===== src/rtl/core/rpc_pkg.sv =====
// rpc_pkg: shared types, constants and microprogram for the palette crossfade core
package rpc_pkg;

	localparam int PALETTE_DEPTH = 10;
	localparam int PAL_IDX_W = (PALETTE_DEPTH > 1) ? $clog2(PALETTE_DEPTH) : 1;
	localparam int PAL_CNT_W = $clog2(PALETTE_DEPTH + 1);

	localparam int CHAN_W = 8;
	localparam int COLOR_W = 3 * CHAN_W;
	localparam int FADE_W = 16;
	localparam int STEP_W = 32;
	localparam int PROD_W = CHAN_W + FADE_W;

	// shared divider: 32-bit dividend, 16-bit divisor, one quotient bit per cycle
	localparam int DVD_W = 32;
	localparam int DVS_W = 16;
	localparam int DCNT_W = $clog2(DVD_W + 1);
	localparam logic [DCNT_W-1:0] LERP_STEPS = DCNT_W'(PROD_W);
	localparam logic [DCNT_W-1:0] MOD_STEPS = DCNT_W'(STEP_W);

	localparam logic [FADE_W-1:0] FADE_RESET = FADE_W'(1000);

	localparam logic ACT_TICK = 1'b0;
	localparam logic ACT_APPEND = 1'b1;

	typedef struct packed {
		logic action;
		logic [CHAN_W-1:0] in_red;
		logic [CHAN_W-1:0] in_green;
		logic [CHAN_W-1:0] in_blue;
	} in_item_t;

	typedef struct packed {
		logic [CHAN_W-1:0] out_red;
		logic [CHAN_W-1:0] out_green;
		logic [CHAN_W-1:0] out_blue;
		logic advanced;
	} out_item_t;

	typedef struct packed {
		logic load;
		logic step;
		logic [DCNT_W-1:0] steps;
	} div_ctl_t;

	typedef struct packed {
		logic last;
	} div_sts_t;

	// microcode
	localparam int UPC_W = 4;

	typedef enum logic [3:0] {
		OP_NOP,
		OP_WAIT,
		OP_MUL,
		OP_DIV_STEP,
		OP_CH_DONE,
		OP_ELAPSED,
		OP_MOD_LOAD,
		OP_NEXT,
		OP_OUT
	} uop_t;

	typedef enum logic [2:0] {
		COND_NEVER,
		COND_ALWAYS,
		COND_NO_ITEM,
		COND_DIV_MORE,
		COND_CH_MORE,
		COND_NO_NEXT,
		COND_OUT_BUSY
	} ucond_t;

	typedef struct packed {
		uop_t op;
		ucond_t cond;
		logic [UPC_W-1:0] target;
	} uword_t;

	localparam logic [UPC_W-1:0] UA_WAIT = UPC_W'(0);
	localparam logic [UPC_W-1:0] UA_MUL = UPC_W'(1);
	localparam logic [UPC_W-1:0] UA_LDIV = UPC_W'(2);
	localparam logic [UPC_W-1:0] UA_CHDONE = UPC_W'(3);
	localparam logic [UPC_W-1:0] UA_ELAPSED = UPC_W'(4);
	localparam logic [UPC_W-1:0] UA_MODLD = UPC_W'(5);
	localparam logic [UPC_W-1:0] UA_MDIV = UPC_W'(6);
	localparam logic [UPC_W-1:0] UA_NEXT = UPC_W'(7);
	localparam logic [UPC_W-1:0] UA_OUT = UPC_W'(8);
	localparam logic [UPC_W-1:0] UA_RET = UPC_W'(9);

	function automatic uword_t urom(input logic [UPC_W-1:0] pc);
		uword_t w;
		unique case (pc)
			UA_WAIT: w = '{OP_WAIT, COND_NO_ITEM, UA_WAIT};
			UA_MUL: w = '{OP_MUL, COND_NEVER, UA_WAIT};
			UA_LDIV: w = '{OP_DIV_STEP, COND_DIV_MORE, UA_LDIV};
			UA_CHDONE: w = '{OP_CH_DONE, COND_CH_MORE, UA_MUL};
			UA_ELAPSED: w = '{OP_ELAPSED, COND_NO_NEXT, UA_OUT};
			UA_MODLD: w = '{OP_MOD_LOAD, COND_NEVER, UA_WAIT};
			UA_MDIV: w = '{OP_DIV_STEP, COND_DIV_MORE, UA_MDIV};
			UA_NEXT: w = '{OP_NEXT, COND_NEVER, UA_WAIT};
			UA_OUT: w = '{OP_OUT, COND_OUT_BUSY, UA_OUT};
			UA_RET: w = '{OP_NOP, COND_ALWAYS, UA_WAIT};
			default: w = '{OP_NOP, COND_ALWAYS, UA_WAIT};
		endcase
		return w;
	endfunction

endpackage


===== src/rtl/core/rgb_palette_crossfade_core.sv =====
// rgb_palette_crossfade_core: microcoded palette crossfade sequencer
// each item is processed by the shared bit-serial divider, once per channel, and a tick
// that ends a fade with a non-empty palette adds a division for the next palette index
// (24 steps per channel, 32 for the palette index); a new item waits until the sequencer is idle
// reset: fade time 1000, palette empty, colors black; palette contents unset
// a new item is accepted while the previous result still waits in the output register
module rgb_palette_crossfade_core import rpc_pkg::*; (
	input logic clk,
	input logic arst_n,
	input logic item_valid,
	output logic item_stall,
	input in_item_t item,
	output logic result_valid,
	input logic result_stall,
	output out_item_t result,
	input logic cfg_valid,
	output logic cfg_ready,
	input logic [FADE_W-1:0] cfg_data
);

	logic [UPC_W-1:0] upc_q;
	uword_t uw;
	logic branch;

	logic [FADE_W-1:0] fade_q;
	logic [PAL_CNT_W-1:0] count_q;
	logic [STEP_W-1:0] step_q;
	logic [FADE_W-1:0] elapsed_q;
	logic [COLOR_W-1:0] from_q;
	logic [COLOR_W-1:0] to_q;
	logic [COLOR_W-1:0] col_q;
	logic [FADE_W-1:0] t_q;
	logic tick_q;
	logic adv_q;
	logic neg_q;
	logic [1:0] ch_q;

	logic [COLOR_W-1:0] pal_q [PALETTE_DEPTH];

	logic [FADE_W-1:0] fade_eff;
	logic [FADE_W:0] elapsed_inc;
	logic accept;
	logic out_open;
	logic fade_end;
	logic [CHAN_W-1:0] from_ch;
	logic [CHAN_W-1:0] to_ch;
	logic [CHAN_W:0] diff;
	logic [CHAN_W-1:0] mag;
	logic [PROD_W-1:0] prod;
	logic [CHAN_W-1:0] quo8;
	logic [CHAN_W-1:0] ch_val;

	div_ctl_t div_ctl;
	div_sts_t div_sts;
	logic [DVD_W-1:0] div_dvd;
	logic [DVS_W-1:0] div_dvs;
	logic [DVD_W-1:0] div_quo;
	logic [DVS_W-1:0] div_rem;

	assign uw = urom(upc_q);

	assign cfg_ready = 1'b1;
	assign item_stall = (uw.op != OP_WAIT);
	assign accept = item_valid && !item_stall;
	assign out_open = !result_valid || !result_stall;

	assign fade_eff = (fade_q == '0) ? FADE_W'(1) : fade_q;
	assign elapsed_inc = {1'b0, elapsed_q} + (FADE_W+1)'(1);
	assign fade_end = tick_q && (t_q >= fade_eff);

	// channel select, red first
	always_comb begin
		unique case (ch_q)
			2'd0: begin
				from_ch = from_q[23:16];
				to_ch = to_q[23:16];
			end
			2'd1: begin
				from_ch = from_q[15:8];
				to_ch = to_q[15:8];
			end
			default: begin
				from_ch = from_q[7:0];
				to_ch = to_q[7:0];
			end
		endcase
	end

	assign diff = {1'b0, to_ch} - {1'b0, from_ch};
	assign mag = diff[CHAN_W] ? CHAN_W'(-diff) : diff[CHAN_W-1:0];
	assign prod = PROD_W'(mag) * PROD_W'(t_q);

	// quotient never exceeds 255 since t is clamped to the fade time
	assign quo8 = div_quo[CHAN_W-1:0];
	assign ch_val = neg_q ? (from_ch - quo8) : (from_ch + quo8);

	always_comb begin
		div_ctl = '0;
		div_dvd = '0;
		div_dvs = '0;
		unique case (uw.op)
			OP_MUL: begin
				div_ctl.load = 1'b1;
				div_ctl.steps = LERP_STEPS;
				div_dvd = {prod, (DVD_W-PROD_W)'(0)};
				div_dvs = DVS_W'(fade_eff);
			end
			OP_MOD_LOAD: begin
				div_ctl.load = 1'b1;
				div_ctl.steps = MOD_STEPS;
				div_dvd = DVD_W'(step_q);
				div_dvs = DVS_W'(count_q);
			end
			OP_DIV_STEP: div_ctl.step = 1'b1;
			default: ;
		endcase
	end

	always_comb begin
		unique case (uw.cond)
			COND_NEVER: branch = 1'b0;
			COND_ALWAYS: branch = 1'b1;
			COND_NO_ITEM: branch = !accept;
			COND_DIV_MORE: branch = !div_sts.last;
			COND_CH_MORE: branch = (ch_q != 2'd2);
			COND_NO_NEXT: branch = !(fade_end && count_q != '0);
			COND_OUT_BUSY: branch = !out_open;
			default: branch = 1'b0;
		endcase
	end

	rpc_divider u_div (
		.clk(clk),
		.arst_n(arst_n),
		.ctl(div_ctl),
		.dividend(div_dvd),
		.divisor(div_dvs),
		.sts(div_sts),
		.quotient(div_quo),
		.remainder(div_rem)
	);

	always_ff @(posedge clk or negedge arst_n) begin
		if (!arst_n) begin
			upc_q <= UA_WAIT;
			fade_q <= FADE_RESET;
			count_q <= '0;
			step_q <= '0;
			elapsed_q <= '0;
			from_q <= '0;
			to_q <= '0;
			col_q <= '0;
			t_q <= '0;
			tick_q <= 1'b0;
			adv_q <= 1'b0;
			neg_q <= 1'b0;
			ch_q <= '0;
			result_valid <= 1'b0;
		end else begin
			upc_q <= branch ? uw.target : upc_q + UPC_W'(1);

			if (cfg_valid && cfg_ready) begin
				fade_q <= cfg_data;
			end

			if (uw.op == OP_OUT && out_open) begin
				result_valid <= 1'b1;
			end else if (result_valid && !result_stall) begin
				result_valid <= 1'b0;
			end

			unique case (uw.op)
				OP_WAIT: begin
					if (accept) begin
						tick_q <= (item.action == ACT_TICK);
						adv_q <= 1'b0;
						ch_q <= '0;
						if (item.action == ACT_APPEND) begin
							t_q <= (elapsed_q < fade_eff) ? elapsed_q : fade_eff;
							if (count_q < PAL_CNT_W'(PALETTE_DEPTH)) begin
								count_q <= count_q + PAL_CNT_W'(1);
							end
						end else begin
							t_q <= (elapsed_inc > {1'b0, fade_eff}) ? fade_eff
								: elapsed_inc[FADE_W-1:0];
						end
					end
				end
				OP_MUL: neg_q <= diff[CHAN_W];
				OP_CH_DONE: begin
					unique case (ch_q)
						2'd0: col_q[23:16] <= ch_val;
						2'd1: col_q[15:8] <= ch_val;
						default: col_q[7:0] <= ch_val;
					endcase
					ch_q <= ch_q + 2'd1;
				end
				OP_ELAPSED: begin
					if (fade_end) begin
						from_q <= to_q;
						elapsed_q <= '0;
						adv_q <= 1'b1;
					end else if (tick_q) begin
						elapsed_q <= t_q;
					end
				end
				OP_NEXT: begin
					to_q <= pal_q[div_rem[PAL_IDX_W-1:0]];
					step_q <= step_q + STEP_W'(1);
				end
				default: ;
			endcase
		end
	end

	// payload registers
	always_ff @(posedge clk) begin
		if (accept && item.action == ACT_APPEND
				&& count_q < PAL_CNT_W'(PALETTE_DEPTH)) begin
			pal_q[count_q[PAL_IDX_W-1:0]] <= {item.in_red, item.in_green, item.in_blue};
		end
		if (uw.op == OP_OUT && out_open) begin
			result.out_red <= col_q[23:16];
			result.out_green <= col_q[15:8];
			result.out_blue <= col_q[7:0];
			result.advanced <= adv_q;
		end
	end

endmodule


===== src/rtl/core/rpc_divider.sv =====
// rpc_divider: restoring unsigned divider, one quotient bit per cycle while step is asserted
module rpc_divider import rpc_pkg::*; (
	input logic clk,
	input logic arst_n,
	input div_ctl_t ctl,
	input logic [DVD_W-1:0] dividend,
	input logic [DVS_W-1:0] divisor,
	output div_sts_t sts,
	output logic [DVD_W-1:0] quotient,
	output logic [DVS_W-1:0] remainder
);

	logic [DCNT_W-1:0] cnt_q;
	logic [DVD_W-1:0] dvd_q;
	logic [DVS_W-1:0] rem_q;
	logic [DVS_W-1:0] dvs_q;
	logic [DVS_W:0] shifted;
	logic [DVS_W+1:0] trial;

	assign shifted = {rem_q, dvd_q[DVD_W-1]};
	assign trial = {1'b0, shifted} - {2'b00, dvs_q};

	always_ff @(posedge clk or negedge arst_n) begin
		if (!arst_n) begin
			cnt_q <= '0;
		end else if (ctl.load) begin
			cnt_q <= ctl.steps;
		end else if (ctl.step && cnt_q != '0) begin
			cnt_q <= cnt_q - DCNT_W'(1);
		end
	end

	always_ff @(posedge clk) begin
		if (ctl.load) begin
			dvd_q <= dividend;
			rem_q <= '0;
			dvs_q <= divisor;
		end else if (ctl.step && cnt_q != '0) begin
			// no borrow: divisor fits, keep the difference
			if (!trial[DVS_W+1]) begin
				rem_q <= trial[DVS_W-1:0];
			end else begin
				rem_q <= shifted[DVS_W-1:0];
			end
			dvd_q <= {dvd_q[DVD_W-2:0], ~trial[DVS_W+1]};
		end
	end

	assign sts.last = (cnt_q == DCNT_W'(1));
	assign quotient = dvd_q;
	assign remainder = rem_q;

endmodule

===== config.mk =====
export PLATFORM = sky130hd
export DESIGN_NAME = rgb_palette_crossfade_core
export DESIGN_NICKNAME = d
export VERILOG_FILES = /design/src/rtl/core/rpc_pkg.sv /design/src/rtl/core/rgb_palette_crossfade_core.sv /design/src/rtl/core/rpc_divider.sv
export SDC_FILE = /design/constraint.sdc
export NUM_CORES = 1
export LEC_CHECK = 0
export BUFFER_PORTS_ARGS = -buffer_cell sky130_fd_sc_hd__buf_2
export CORE_ASPECT_RATIO = 0.6
export CORE_MARGIN = 3
export CORE_UTILIZATION = 51
export CTS_BUF_LIST = sky130_fd_sc_hd__clkbuf_2
export DETAILED_ROUTE_END_ITERATION = 7
export GPL_ROUTABILITY_DRIVEN = 0
export PLACE_DENSITY = 0.66
export RECOVER_POWER = 25
export SLEW_MARGIN = 20
export SYNTH_ARGS = -nofsm -noshare
export SYNTH_HDL_FRONTEND = slang
export SYNTH_SLANG_ARGS = --single-unit
export TNS_END_PERCENT = 30

===== constraint.sdc =====
create_clock -name clk -period 10.8 [get_ports clk]
set_clock_uncertainty 0.05 [all_clocks]
set_input_delay 0.54 -clock clk [delete_from_list [all_inputs] [get_ports clk]]
set_output_delay 0.54 -clock clk [all_outputs]
set_load 0.02 [all_outputs]

# Yosys cells after proc, flatten, opt, wreduce, memory -nomap -nowiden
# Memories as Yosys holds them, arrays and structs flattened. A register that Yosys moved wholly into a read port is not among the register bits.
# Cells that the tools add are included.
# W data, S select, Z words.
# classes
n_eq_ne,20
n_mul,1
bitwise_logic,3
n_reduce_logical,37
muxes,31
n_lt_le_gt_ge,4
addsub,11
# ops
op,n
$mux W16,7
$mux W32,2
$pmux W32 S2,1
$add A32 B1 Y32 const B,1
$pmux W16 S2,1
$pmux W8 S2,2
$mul A8 B16 Y24,1
$sub A17 B16 Y18,1
$add A16 B1 Y17 const B,1
$gt A17 B16 Y1,1
$eq A4 B3 Y1 const B,4
$ge A16 B16 Y1,1
$logic_not A16 Y1,1
$lt A16 B16 Y1,1
$mux W8,2
$reduce_and A2 Y1,7
$mux W6,2
$pmux W6 S2,1
$reduce_bool A2 Y1,5
$eq A3 B3 Y1 const B,3
$sub A8 B8 Y9,1
$add A4 B1 Y4 const B,2
$add A8 B8 Y8,1
$eq A4 B2 Y1 const B,2
29 further kinds,56
# totals
ramBits,240
memories,2
regBits,237
out_inout_bits,28
rom_bits,176
# memory_table
name,depth,width,rd,rd_ports_with_merged_regs,write_ports,line,source
pal_q,10,24,1,1,1,rgb_palette_crossfade_core.sv:38,logic [COLOR_W-1:0] pal_q [PALETTE_DEPTH];
(name not given),16,11,1,0,0,rpc_pkg.sv:94,unique case (pc)

# Depth between registers and ports, before layout
# Gate-level depths: netlist of the first run.
# logic_depth
ltp_word,8
depth_mapped,35
depth_no_buf,33

# Hierarchy
# Synthesis of the first run repeated with hierarchy kept, for this count alone.
# unflattened
hier_cells,2351
hier_area_um2,28158.3
# by_module_without_submodules
mod,seq_area_each_um2,n_inst,cells_per_inst,area_each_um2
rgb_palette_crossfade_core,12119.1,1,2012,24243.3
rpc_divider,1911.8,1,339,3915.0

# Worst setup path before layout of the first run
# No wires, ideal clock.
# synth_timing
path_type,reg2reg
startpoint,register ch_q[0]
endpoint,register u_div.dvd_q[31] (netlist: u_div.quotient[31]) (data pin)
path_slack_ns,2.686
stages_incl_launch_ff,34
synth_period_minus_slack_ns,8.114
setup_ns,0.267
n_path_buf,3
arrival_ns,7.797
cell_sequence,dfrtp_1 ha_1 buf_6 buf_2 a22o_1 a21oi_1 inv_1 ha_1 inv_1 fa_1 inv_1 o31a_4 o31ai_2 xnor2_1 a31oi_4 xnor2_4 buf_6 nor2b_1 fa_1 inv_1 fa_1 fa_1 fa_1 inv_1 ha_1 and3_1 o211a_1 a21oi_1 o31ai_1 a2111oi_0 nor4_1 a2111oi_1 xnor2_1 o22ai_1
# synth_via
elab_chain_len,8
word_cells_on_any_way,10
classes_between,add/sub: 2; mul: 1; eq/ne: 1; mux: 5; reduce/logical: 1
# synth_lines
item,line,source
"start, declared",rgb_palette_crossfade_core.sv:36,logic [1:0] ch_q;
"start signal, assigned",rgb_palette_crossfade_core.sv:196,ch_q <= ch_q + 2'd1;
$eq A2 B1 Y1 or $logic_not A2 Y1 (tied branches),rgb_palette_crossfade_core.sv:73,unique case (ch_q)
$pmux W8 S2,rgb_palette_crossfade_core.sv:73,
$sub A8 B8 Y9 (*),rgb_palette_crossfade_core.sv:89,"assign diff = {1'b0, to_ch} - {1'b0, from_ch};"
$neg A8 Y8,rgb_palette_crossfade_core.sv:90,assign mag = diff[CHAN_W] ? CHAN_W'(-diff) : diff[CHAN_W-1:0];
$mux W8 (*),rgb_palette_crossfade_core.sv:90,
$mul A8 B16 Y24 (*),rgb_palette_crossfade_core.sv:91,assign prod = PROD_W'(mag) * PROD_W'(t_q);
$pmux W32 S2 (*),rgb_palette_crossfade_core.sv:101,unique case (uw.op)
$mux W32 (*),rpc_divider.sv:34,if (ctl.load) begin
"end signal, assigned",rpc_divider.sv:35,dvd_q <= dividend;
"end signal, assigned",rpc_divider.sv:45,"dvd_q <= {dvd_q[DVD_W-2:0], ~trial[DVS_W+1]};"
"end, declared",rpc_divider.sv:14,logic [DVD_W-1:0] dvd_q;
# Mark *: on every way between the ends. The rest lies on a longest branch, timed or not.
# A chain may end at the register's enable or synchronous reset.

# Worst setup path after layout of the first run
# layout_timing
startpoint,register ch_q[1]
endpoint,register u_div.dvd_q[31] (netlist: u_div.quotient[31]) (data pin)
# Same word-level chain as after synthesis.

==> results of run 1 <==
-- synthesized netlist by cell type (22+ instances only) --
cell type,count,area (µm²)
sky130_fd_sc_hd__mux2i_1,37,370
sky130_fd_sc_hd__nand2b_1,26,163
sky130_fd_sc_hd__mux2_2,61,687
sky130_fd_sc_hd__nor2_1,114,428
sky130_fd_sc_hd__a21o_1,22,165
sky130_fd_sc_hd__mux4_2,48,1080
sky130_fd_sc_hd__dfrtp_1,166,4150
sky130_fd_sc_hd__xnor2_1,77,674
sky130_fd_sc_hd__fa_1,87,1740
sky130_fd_sc_hd__nand2_1,236,886
sky130_fd_sc_hd__clkbuf_1,87,327
sky130_fd_sc_hd__inv_1,185,694
sky130_fd_sc_hd__and2_1,58,363
sky130_fd_sc_hd__edfxtp_1,313,9400
sky130_fd_sc_hd__a21oi_1,80,400
sky130_fd_sc_hd__nor2b_1,41,257
sky130_fd_sc_hd__xor2_1,30,263
sky130_fd_sc_hd__nand3_1,62,310
sky130_fd_sc_hd__ha_1,135,1690
sky130_fd_sc_hd__o21ai_0,144,721
sky130_fd_sc_hd__nor3_1,33,165
-- timing repair --
item                                    4_1_cts  5_1_grt
endpoints found under the setup margin        0        0
hold buffers                                 97        0
hold endpoints to repair                    417        0
buffers inserted                              0        0
-- metal layers --
layer	vias up	track usage [%]	routed length (µm)
li1	8714	-	-
met1	9331	36.8	32100
met2	755	34.1	27500
met3	101	6.25	6250
met4	0	6.74	1230
met5	-	0	0
-- path summary, 6_finish.rpt --
check / from / end / slack, ns / cells past startpoint
max: ch_q[1]$_DFFE_PN0P_ / u_div.quotient[31]$_DFFE_PP_ / 1.26 / 30
min: result_stall / result_valid$_DFFE_PN0P_ / 0.23 / 4
max reg2reg: ch_q[1]$_DFFE_PN0P_ / u_div.quotient[31]$_DFFE_PP_ / 1.26 / 30
min reg2reg: col_q[16]$_DFFE_PN0P_ / result[17]$_DFFE_PP_ / 0.37 / 0
max in group asynchronous: arst_n / col_q[14]$_DFFE_PN0P_ / 7.65 / 4
min in group asynchronous: arst_n / col_q[13]$_DFFE_PN0P_ / 0.75 / 4
-- cell families after synthesis --
| family | Yosys count | share of synthesized area (%) |
|---|---|---|
| other cells | 1 | 0.0136 |
| xor+xnor | 113 | 3.80 |
| buf+inv | 295 | 4.18 |
| simple gates | 642 | 11.2 |
| flops | 501 | 51.0 |
| mux | 146 | 7.77 |
| fa+ha+maj | 231 | 12.8 |
| compound gates | 398 | 9.29 |
-- placed cells by master (no fill, tap or decap), types with 30 or more instances in the layout --
| cell type | synthesis | layout |
|---|---|---|
| sky130_fd_sc_hd__edfxtp_1 | 313 | 313 |
| sky130_fd_sc_hd__nand2_1 | 236 | 236 |
| sky130_fd_sc_hd__inv_1 | 185 | 183 |
| sky130_fd_sc_hd__clkbuf_2 | 1 | 172 |
| sky130_fd_sc_hd__dfrtp_1 | 166 | 166 |
| sky130_fd_sc_hd__o21ai_0 | 144 | 144 |
| sky130_fd_sc_hd__ha_1 | 135 | 135 |
| sky130_fd_sc_hd__nor2_1 | 114 | 108 |
| sky130_fd_sc_hd__dlygate4sd3_1 | 0 | 96 |
| sky130_fd_sc_hd__fa_1 | 87 | 87 |
| sky130_fd_sc_hd__a21oi_1 | 80 | 78 |
| sky130_fd_sc_hd__xnor2_1 | 77 | 76 |
| sky130_fd_sc_hd__nand3_1 | 62 | 62 |
| sky130_fd_sc_hd__mux2_2 | 61 | 61 |
| sky130_fd_sc_hd__and2_1 | 58 | 57 |
| sky130_fd_sc_hd__mux4_2 | 48 | 48 |
| sky130_fd_sc_hd__buf_2 | 7 | 48 |
| sky130_fd_sc_hd__nor2b_1 | 41 | 41 |
| sky130_fd_sc_hd__mux2i_1 | 37 | 37 |
| sky130_fd_sc_hd__xor2_1 | 30 | 30 |
-- layout make-up --
type | count | area [µm²] | area share, %
clock buffer | 172 | 861 | 2.82
inverter | 186 | 698 | 2.28
antenna | 6 | 15.0 | 0.0491
sequential | 501 | 14000 | 45.9
multi-input combinational | 1531 | 12400 | 40.6
tap | 703 | 880 | 2.88
clock inverter | 35 | 158 | 0.516
timing repair buffer | 198 | 1510 | 4.95
-- metrics by stage --
| stage | utilization, % | setup WS [ns] | area [µm²] | std cells | hold slack, ns |
|---|---|---|---|---|---|
| floorplan | - | 2.69 | 27500 | 2327 | 0.194 |
| global placement | 54.0 | 1.62 | 28600 | 3022 | 0.381 |
| detailed placement | 54.0 | 1.34 | 28600 | 3022 | 0.382 |
| CTS | 57.8 | 1.30 | 30600 | 3326 | 0.0182 |
| global route | 57.7 | 0.518 | 30600 | 3332 | 0.115 |
| finish | 57.7 | 1.26 | 30600 | 3332 | 0.227 |
-- worst max-delay path, delay by kind of cell, from the launching register on --
family	cells	cell delay [ns]
compound gates	10	2.62
xor+xnor	3	1.20
fa+ha+maj	8	3.70
buf+inv	4	0.38
flops	1	0.40
simple gates	5	0.91
-- state kept, by name, indices dropped and copies added, names as in the netlist --
name	cells
from_q	24
u_div.remainder	16
result_valid	1
u_div.cnt_q	6
ch_q	2
elapsed_q	16
t_q	16
fade_q	16
adv_q	1
u_div.quotient	32
col_q	24
pal_q	240
to_q	24
step_q	32
tick_q	1
count_q	4
neg_q	1
result	25
upc_q	4
u_div.dvs_q	16
==> flow_summary.json, run 1 <==
{
  "avgViaCountPerCell": 5.67,
  "final_min_period_over_clock_period_pct": 88.4,
  "die_area_um2": 56900,
  "grt_pass1_vias": 18800,
  "antenna_left": 0,
  "fmaxAchievable_ghz": 0.105,
  "cts.clk_slew.worst_paths_ns": 0.12,
  "synth-async-reset-ratio_pct": 34.3,
  "cp_data_arrival_time_ns": 10.31,
  "fillerInstances": 4372,
  "synth_fp_nets": 2595,
  "total_cts_buffers": 112,
  "synthFlopType": "sky130_fd_sc_hd__edfxtp_1",
  "critical_path_required_ns": 11.57,
  "tritoncts": "yes",
  "ctsRootBufferMaster": "sky130_fd_sc_hd__clkbuf_2",
  "io-pin-count": 74,
  "drt_iter0_drc": 1523,
  "synth_sequential_area_ratio_pct": 51.0,
  "port_buffers": 72,
  "grt_antenna_before_repair": 4,
  "setup.worst_path.start_class": "flip-flop",
  "critical-path-slowest-cell": "sky130_fd_sc_hd__a2111oi_0",
  "grt_start_max_net_pins": 67,
  "fin_tns_setup_ns": 0,
  "clock_sinks": 501,
  "grt_pass1_wl_um": 106000,
  "outcome": "complete, but fails checks",
  "final_layout_size_suffix_gt1_share_pct": 16.3,
  "num_rows": 65,
  "floorplan_die_height_um": 186,
  "fin_crit_ns": 9.54,
  "grt_overflow_total": 0,
  "ctsHtreeMaxLevel": 3,
  "max_slew_margin_pct": -76.3,
  "layout.nets": 2798,
  "clock_tree.buffer_depth": 3,
  "number_of_hold_violations_in_the_final_report": 0,
  "core_area_um2": 52900,
  "worst_slew_pin_slew_ns": 2.64,
  "detailed_place_hpwl_um": 44700,
  "drt-wirelength-per-cell_um": 20.1,
  "violations_in_the_final_reports": "max-capacitance violations, max-slew violations",
  "path_class": "flip-flop to flip-flop",
  "post_synth_edffs": 313,
  "timing.critical_path.to_type": "flip-flop",
  "flow.area_growth_from_synthesis_pct": 11.1,
  "min-delay-path-class": "input port to flip-flop",
  "cts_resized": 0,
  "floorplan.initialDensity_pct": 52.0,
  "syn-mean-instance-area_um2": 11.8,
  "initial_drt_pass_iterations": 5,
  "cp_max_fo": 20,
  "drt-total-wl_um": 67000,
  "ys_ff_latch": 501,
  "netlist_area_um2": 27500,
  "finalSetupViolCount": 0,
  "rsz0062_at_grt": "no",
  "timing_max_transition_violations_final": 51,
  "maximum_cell_stage_delay_along_the_critical_path_ns": 0.73,
  "syn_inst": 2327,
  "gr-usage-all-layers_pct": 24.1,
  "netlist-cell-type-count": 95,
  "clk-insertion-delay-late_ns": 1.21,
  "ys_warn_count": 0,
  "drc": 0,
  "routed-via-count": 18900,
  "die_w_um": 306,
  "max_cap_violations": 1
}
Power of run 1 is not shown: default switching activity piles up to over one toggle a cycle in this logic, so the estimate is an artifact.
==> run 2: changes to the inputs <==
--- a/config.mk
+++ b/config.mk
@@ -5,6 +5,7 @@
 export SDC_FILE = /design/constraint.sdc
 export NUM_CORES = 1
 export LEC_CHECK = 0
+export ABC_AREA = 1
 export BUFFER_PORTS_ARGS = -buffer_cell sky130_fd_sc_hd__buf_2
 export CORE_ASPECT_RATIO = 0.6
 export CORE_MARGIN = 3
==> flow_summary.json, run 2 <==
{
  "yosys.area.top_type": "sky130_fd_sc_hd__edfxtp_1",
  "flow.area_growth_from_synthesis_pct": 10.8,
  "num_rows": 66,
  "avgViaCountPerCell": 5.62,
  "synth_largest_type_area_fraction_pct": 33.4,
  "timing.hold.ws_ns": 0.260,
  "drt-wirelength-per-cell_um": 18.8,
  "synth_sequential_area_ratio_pct": 49.9,
  "die_w_um": 309,
  "critical-path-top-cell-by-count": "sky130_fd_sc_hd__nand2_1",
  "final_min_period_over_clock_period_pct": 72.7,
  "clk-insertion-delay-late_ns": 1.14,
  "grt_antenna_before_repair": 2,
  "synthFlopType": "sky130_fd_sc_hd__edfxtp_1",
  "grt_start_max_net_pins": 84,
  "cp_max_fo": 24,
  "ff2ff_path_depth": 32,
  "most_repeated_cell_in_the_gate_level_netlist_after_synthesis": "sky130_fd_sc_hd__nand2_1",
  "path_class": "flip-flop to flip-flop",
  "min-delay-path-class": "input port to flip-flop",
  "max_cap_violations": 0,
  "number_of_flip_flops_under_the_largest_register_name": 240,
  "detailed_place_hpwl_um": 50700,
  "maximum_cell_stage_delay_along_the_critical_path_ns": 0.57,
  "critPathTopFamily": "adder cells",
  "fin_tns_setup_ns": 0,
  "post-route-util_pct": 57.4,
  "critical_path_required_ns": 11.62,
  "synth_fp_nets": 3210,
  "layout.cells.most_common": "sky130_fd_sc_hd__nand2_1",
  "critPathCapture": "u_div.quotient[24]$_DFFE_PP_",
  "rsz0062_at_grt": "no",
  "fmaxAchievable_ghz": 0.127,
  "netlist_area_um2": 28100,
  "path_buf_inv": 4,
  "fin_crit_ns": 7.85,
  "initial_drt_pass_iterations": 5,
  "ctsRootBufferMaster": "sky130_fd_sc_hd__clkbuf_2",
  "clock_sinks": 501,
  "syn-mean-instance-area_um2": 9.57,
  "hp-start": "result_stall",
  "layout.nets": 3407,
  "critical_path.startpoint": "ch_q[0]$_DFFE_PN0P_",
  "grt_pass1_wl_um": 119000,
  "floorplan_die_height_um": 188,
  "drc": 0,
  "finished_layout_cells": 3952,
  "clock_tree.buffer_depth": 3,
  "drt-total-wl_um": 74500,
  "post_synth_edffs": 313,
  "cp_data_arrival_time_ns": 8.67,
  "final_layout_size_suffix_gt1_share_pct": 12.1,
  "die_area_um2": 58100,
  "netlist-cell-type-count": 62,
  "synth.area.top_cells": "sky130_fd_sc_hd__edfxtp_1, sky130_fd_sc_hd__dfrtp_1, sky130_fd_sc_hd__nand2_1",
  "worst_slew_pin_slew_ns": 1.06,
  "syn_inst": 2942,
  "drt_iter0_drc": 2463,
  "routed-via-count": 22200,
  "number_of_hold_violations_in_the_final_report": 0,
  "grt_pass1_vias": 21700,
  "port_buffers": 72,
  "cts_setup_buffers": 0,
  "worst_r2r_startpoint": "ch_q[0]$_DFFE_PN0P_",
  "critical-path-slowest-cell": "sky130_fd_sc_hd__nor2_4",
  "io-pin-count": 74,
  "cts.clk_slew.worst_paths_ns": 0.12,
  "total_cts_buffers": 112,
  "gr-usage-all-layers_pct": 25.9,
  "ys_ff_latch": 501,
  "r2r_setup_slk_ns": 2.95,
  "finalSetupViolCount": 0,
  "core_area_um2": 54300,
  "cts.hold.buffers_added": 87,
  "antenna_left": 0,
  "ctsHtreeMaxLevel": 3,
  "setup.worst_path.start_class": "flip-flop",
  "synth-async-reset-ratio_pct": 34.3,
  "cp_num_cells": 32,
  "tritoncts": "yes",
  "outcome": "completed",
  "worstReg2RegEnd": "u_div.quotient[24]$_DFFE_PP_",
  "synth_commonest_cells": "sky130_fd_sc_hd__nand2_1, sky130_fd_sc_hd__inv_1, sky130_fd_sc_hd__nor2_1, sky130_fd_sc_hd__edfxtp_1, sky130_fd_sc_hd__o21ai_0",
  "dpl.cell_count": 3652,
  "grt_overflow_total": 0,
  "cts_resized": 0,
  "ys_warn_count": 0,
  "floorplan.initialDensity_pct": 51.8,
  "timing_max_transition_violations_final": 0,
  "mostFrequentLayoutCells": "sky130_fd_sc_hd__nand2_1, sky130_fd_sc_hd__inv_1, sky130_fd_sc_hd__nor2_1, sky130_fd_sc_hd__edfxtp_1, sky130_fd_sc_hd__o21ai_0",
  "max_slew_margin_pct": 29.2,
  "timing.critical_path.to_type": "flip-flop"
}
## run 2: kinds of logic (layout without fill, tap and decap cells)
family                   after synthesis  count (layout)  synth area share, %
flip-flops                           501             501                 49.9
AND/OR/NAND/NOR                     1089            1089                 16.4
multiplexers                          16              16                0.640
buffers and inverters                473             767                 6.62
AO/OA/AOI/OAI                        566             566                 11.9
XOR/XNOR                              74              74                 2.36
other                                  1               3               0.0133
adder cells (fa/ha/maj)              222             222                 12.2
## run 2: final cells by class
type | instances | area, µm²
clock inverter | 19 | 165
multi-input combinational | 1968 | 12300
fill | 4698 | 23100
sequential | 501 | 14000
timing repair buffer | 185 | 1420
tap | 714 | 893
clock buffer | 192 | 961
antenna | 2 | 5.00
inverter | 371 | 1400
## run 2: worst min path at each step
stage	end	slack, ns	cells past startpoint
detailed placement	result[19]$_DFFE_PP_	0.38	0
global route	result_valid$_DFFE_PN0P_	0.20	4
global placement	result[23]$_DFFE_PP_	0.39	0
finish	result_valid$_DFFE_PN0P_	0.26	4
CTS	pal_q[8][15]$_DFFE_PP_	0.07	2
floorplan	adv_q$_DFFE_PN0P_	0.19	0
## run 2: worst reg2reg max path: cells and delay by family, from the launching register on
kind | cells | cell delay [ns]
XOR/XNOR | 1 | 0.23
AO/OA/AOI/OAI | 7 | 1.46
buffers and inverters | 4 | 0.25
adder cells (fa/ha/maj) | 7 | 3.23
flip-flops | 1 | 0.41
AND/OR/NAND/NOR | 13 | 1.97
## run 2: routing by layer
metal  vias up  GRT usage [%]  wire length, µm
li1      10400              -                -
met2      1014           35.5            30300
met4         2           6.43             1190
met1     10600           40.1            35200
met5         -              0               12
met3       108           7.63             7830
## run 2: stage by stage
step / setup slack [ns] / area [µm²]
finish: 2.95 / 31200
global route: 2.44 / 31200
CTS: 3.10 / 31200
detailed placement: 3.11 / 29200
global placement: 3.29 / 29200
floorplan: 4.17 / 28100
Power of run 2 is left out for the same reason.
==> run 3: changes to the inputs <==
--- a/config.mk
+++ b/config.mk
@@ -13,7 +13,7 @@
 export CTS_BUF_LIST = sky130_fd_sc_hd__clkbuf_2
 export DETAILED_ROUTE_END_ITERATION = 7
 export GPL_ROUTABILITY_DRIVEN = 0
-export PLACE_DENSITY = 0.66
+export PLACE_DENSITY = 0.69
 export RECOVER_POWER = 25
 export SLEW_MARGIN = 20
 export SYNTH_ARGS = -nofsm -noshare
==> constraint.sdc (replaced) <==
create_clock -name clk -period 6.5 [get_ports clk]
set_clock_uncertainty 0.05 [all_clocks]
set_input_delay 0.325 -clock clk [delete_from_list [all_inputs] [get_ports clk]]
set_output_delay 0.325 -clock clk [all_outputs]
set_load 0.02 [all_outputs]
==> flow_summary.json, run 3 (synthesis results as in run 2) <==
{
  "io-pin-count": 74,
  "timing.critical_path.to_type": "flip-flop",
  "num_rows": 66,
  "min-delay-path-class": "input port to flip-flop",
  "setup_slack_ns": -0.418,
  "clk-insertion-delay-late_ns": 1.09,
  "routed-via-count": 23600,
  "finalSetupViolCount": 16,
  "drt_iter0_drc": 2703,
  "grt_overflow_total": 0,
  "fmaxAchievable_ghz": 0.145,
  "final_layout_size_suffix_gt1_share_pct": 21.2,
  "mostFrequentLayoutCells": "sky130_fd_sc_hd__nand2_1, sky130_fd_sc_hd__inv_1, sky130_fd_sc_hd__nor2_1, sky130_fd_sc_hd__edfxtp_1, sky130_fd_sc_hd__o21ai_0",
  "gr-usage-all-layers_pct": 26.9,
  "ctsHtreeMaxLevel": 3,
  "floorplan_die_height_um": 188,
  "cp_max_fo": 6,
  "outcome": "complete, but fails checks",
  "fin_crit_ns": 6.92,
  "clock_sinks": 501,
  "regArea_um2": 14000,
  "final_min_period_over_clock_period_pct": 106,
  "initial_drt_pass_iterations": 6,
  "fillerInstances": 4376,
  "number_of_hold_violations_in_the_final_report": 0,
  "grt_pass1_wl_um": 123000,
  "critical_path_required_ns": 7.32,
  "max_slew_margin_pct": -220,
  "cts.clk_slew.worst_paths_ns": 0.14,
  "core_area_um2": 54300,
  "grt_antenna_before_repair": 2,
  "critPathTopFamily": "adder cells",
  "antenna_left": 0,
  "multiInputGateArea_um2": 13300,
  "tritoncts": "yes",
  "flow.area_growth_from_synthesis_pct": 20.5,
  "timing_max_transition_violations_final": 100,
  "max_cap_violations": 1,
  "timing.hold.ws_ns": 0.218,
  "clock_tree.buffer_depth": 3,
  "avgViaCountPerCell": 5.69,
  "violations_in_the_final_reports": "max-capacitance violations, max-slew violations, negative setup slack",
  "rsz0062_at_grt": "yes",
  "port_buffers": 72,
  "setup.worst_path.start_class": "flip-flop",
  "worst_slew_pin_slew_ns": 4.80,
  "grt_start_max_net_pins": 100,
  "drt-wirelength-per-cell_um": 19.1,
  "path_class": "flip-flop to flip-flop",
  "cp_data_arrival_time_ns": 7.73,
  "total_cts_buffers": 113,
  "layout.cells.most_common": "sky130_fd_sc_hd__nand2_1",
  "ctsRootBufferMaster": "sky130_fd_sc_hd__clkbuf_2",
  "path_buf_inv": 6,
  "die_w_um": 309,
  "drt-total-wl_um": 79600,
  "grt_pass1_vias": 22900,
  "die_area_um2": 58100,
  "critical-path-slowest-cell": "sky130_fd_sc_hd__fa_1",
  "number_of_flip_flops_under_the_largest_register_name": 240,
  "maximum_cell_stage_delay_along_the_critical_path_ns": 0.51,
  "detailed_place_hpwl_um": 51400,
  "drc": 0,
  "floorplan.initialDensity_pct": 51.8,
  "layout.nets": 3612
}
run 3: worst register-to-register path: cells and delay by family, from the launching register on:
| kind | cells | cell delay [ns] |
|---|---|---|
| compound gates | 7 | 1.19 |
| fa+ha+maj | 8 | 2.98 |
| buf+inv | 6 | 0.57 |
| flops | 1 | 0.44 |
| simple gates | 11 | 1.48 |
run 3: routing by layer:
layer / vias up / wire [µm] / global-route usage [%]
met3: 183 / 8070 / 6.24
met4: 0 / 1770 / 6.50
li1: 10900 / - / -
met2: 1259 / 34100 / 39.1
met5: - / 0 / 0
met1: 11300 / 35700 / 40.7
run 3: final cells by class:
type                            instances  share of cell area (%)
Tap cell                              714                    2.63
Clock inverter                         31                   0.561
Inverter                              371                    4.15
Multi-Input combinational cell       1969                    39.3
Clock buffer                          182                    2.69
Antenna cell                            2                  0.0148
Sequential cell                       501                    41.4
Timing Repair Buffer                  388                    9.26
run 3: final timing paths:
| kind | start | endpoint | slack [ns] | cells after the start |
|---|---|---|---|---|
| max in group asynchronous | arst_n | to_q[8]$_DFFE_PN0N_ | 0.91 | 4 |
| hold / removal | cfg_valid | fade_q[14]$_DFFE_PN0P_ | 0.22 | 3 |
| setup reg to reg | ch_q[0]$_DFFE_PN0P_ | u_div.quotient[31]$_DFFE_PP_ | -0.42 | 32 |
| setup / recovery | ch_q[0]$_DFFE_PN0P_ | u_div.quotient[31]$_DFFE_PP_ | -0.42 | 32 |
| hold reg to reg | col_q[16]$_DFFE_PN0P_ | result[17]$_DFFE_PP_ | 0.37 | 0 |
| min in group asynchronous | arst_n | u_div.cnt_q[4]$_DFFE_PN0P_ | 0.97 | 4 |
run 3: timing repair:
item,in CTS,in global routing
buffers inserted,11,32
gates cloned,0,2
hold buffers,120,0
endpoints found under the hold margin,406,0
gates resized for setup,95,150
pin swaps,45,127
endpoints found under the setup margin,16,18
run 3: stage by stage:
step	setup WS (ns)	util, %	std cells	instance area, µm²	setup TNS [ns]
after floorplan	-0.00135	-	2942	28200	-0.00135
after global placement	-0.222	55.6	3778	30200	-2.20
after detailed placement	-0.421	55.6	3778	30200	-4.53
after CTS	-0.0377	60.8	4122	33000	-0.0797
after global routing	-0.616	62.4	4158	33900	-7.67
final	-0.418	62.4	4158	33900	-3.66
Power of run 3 is left out for the same reason.
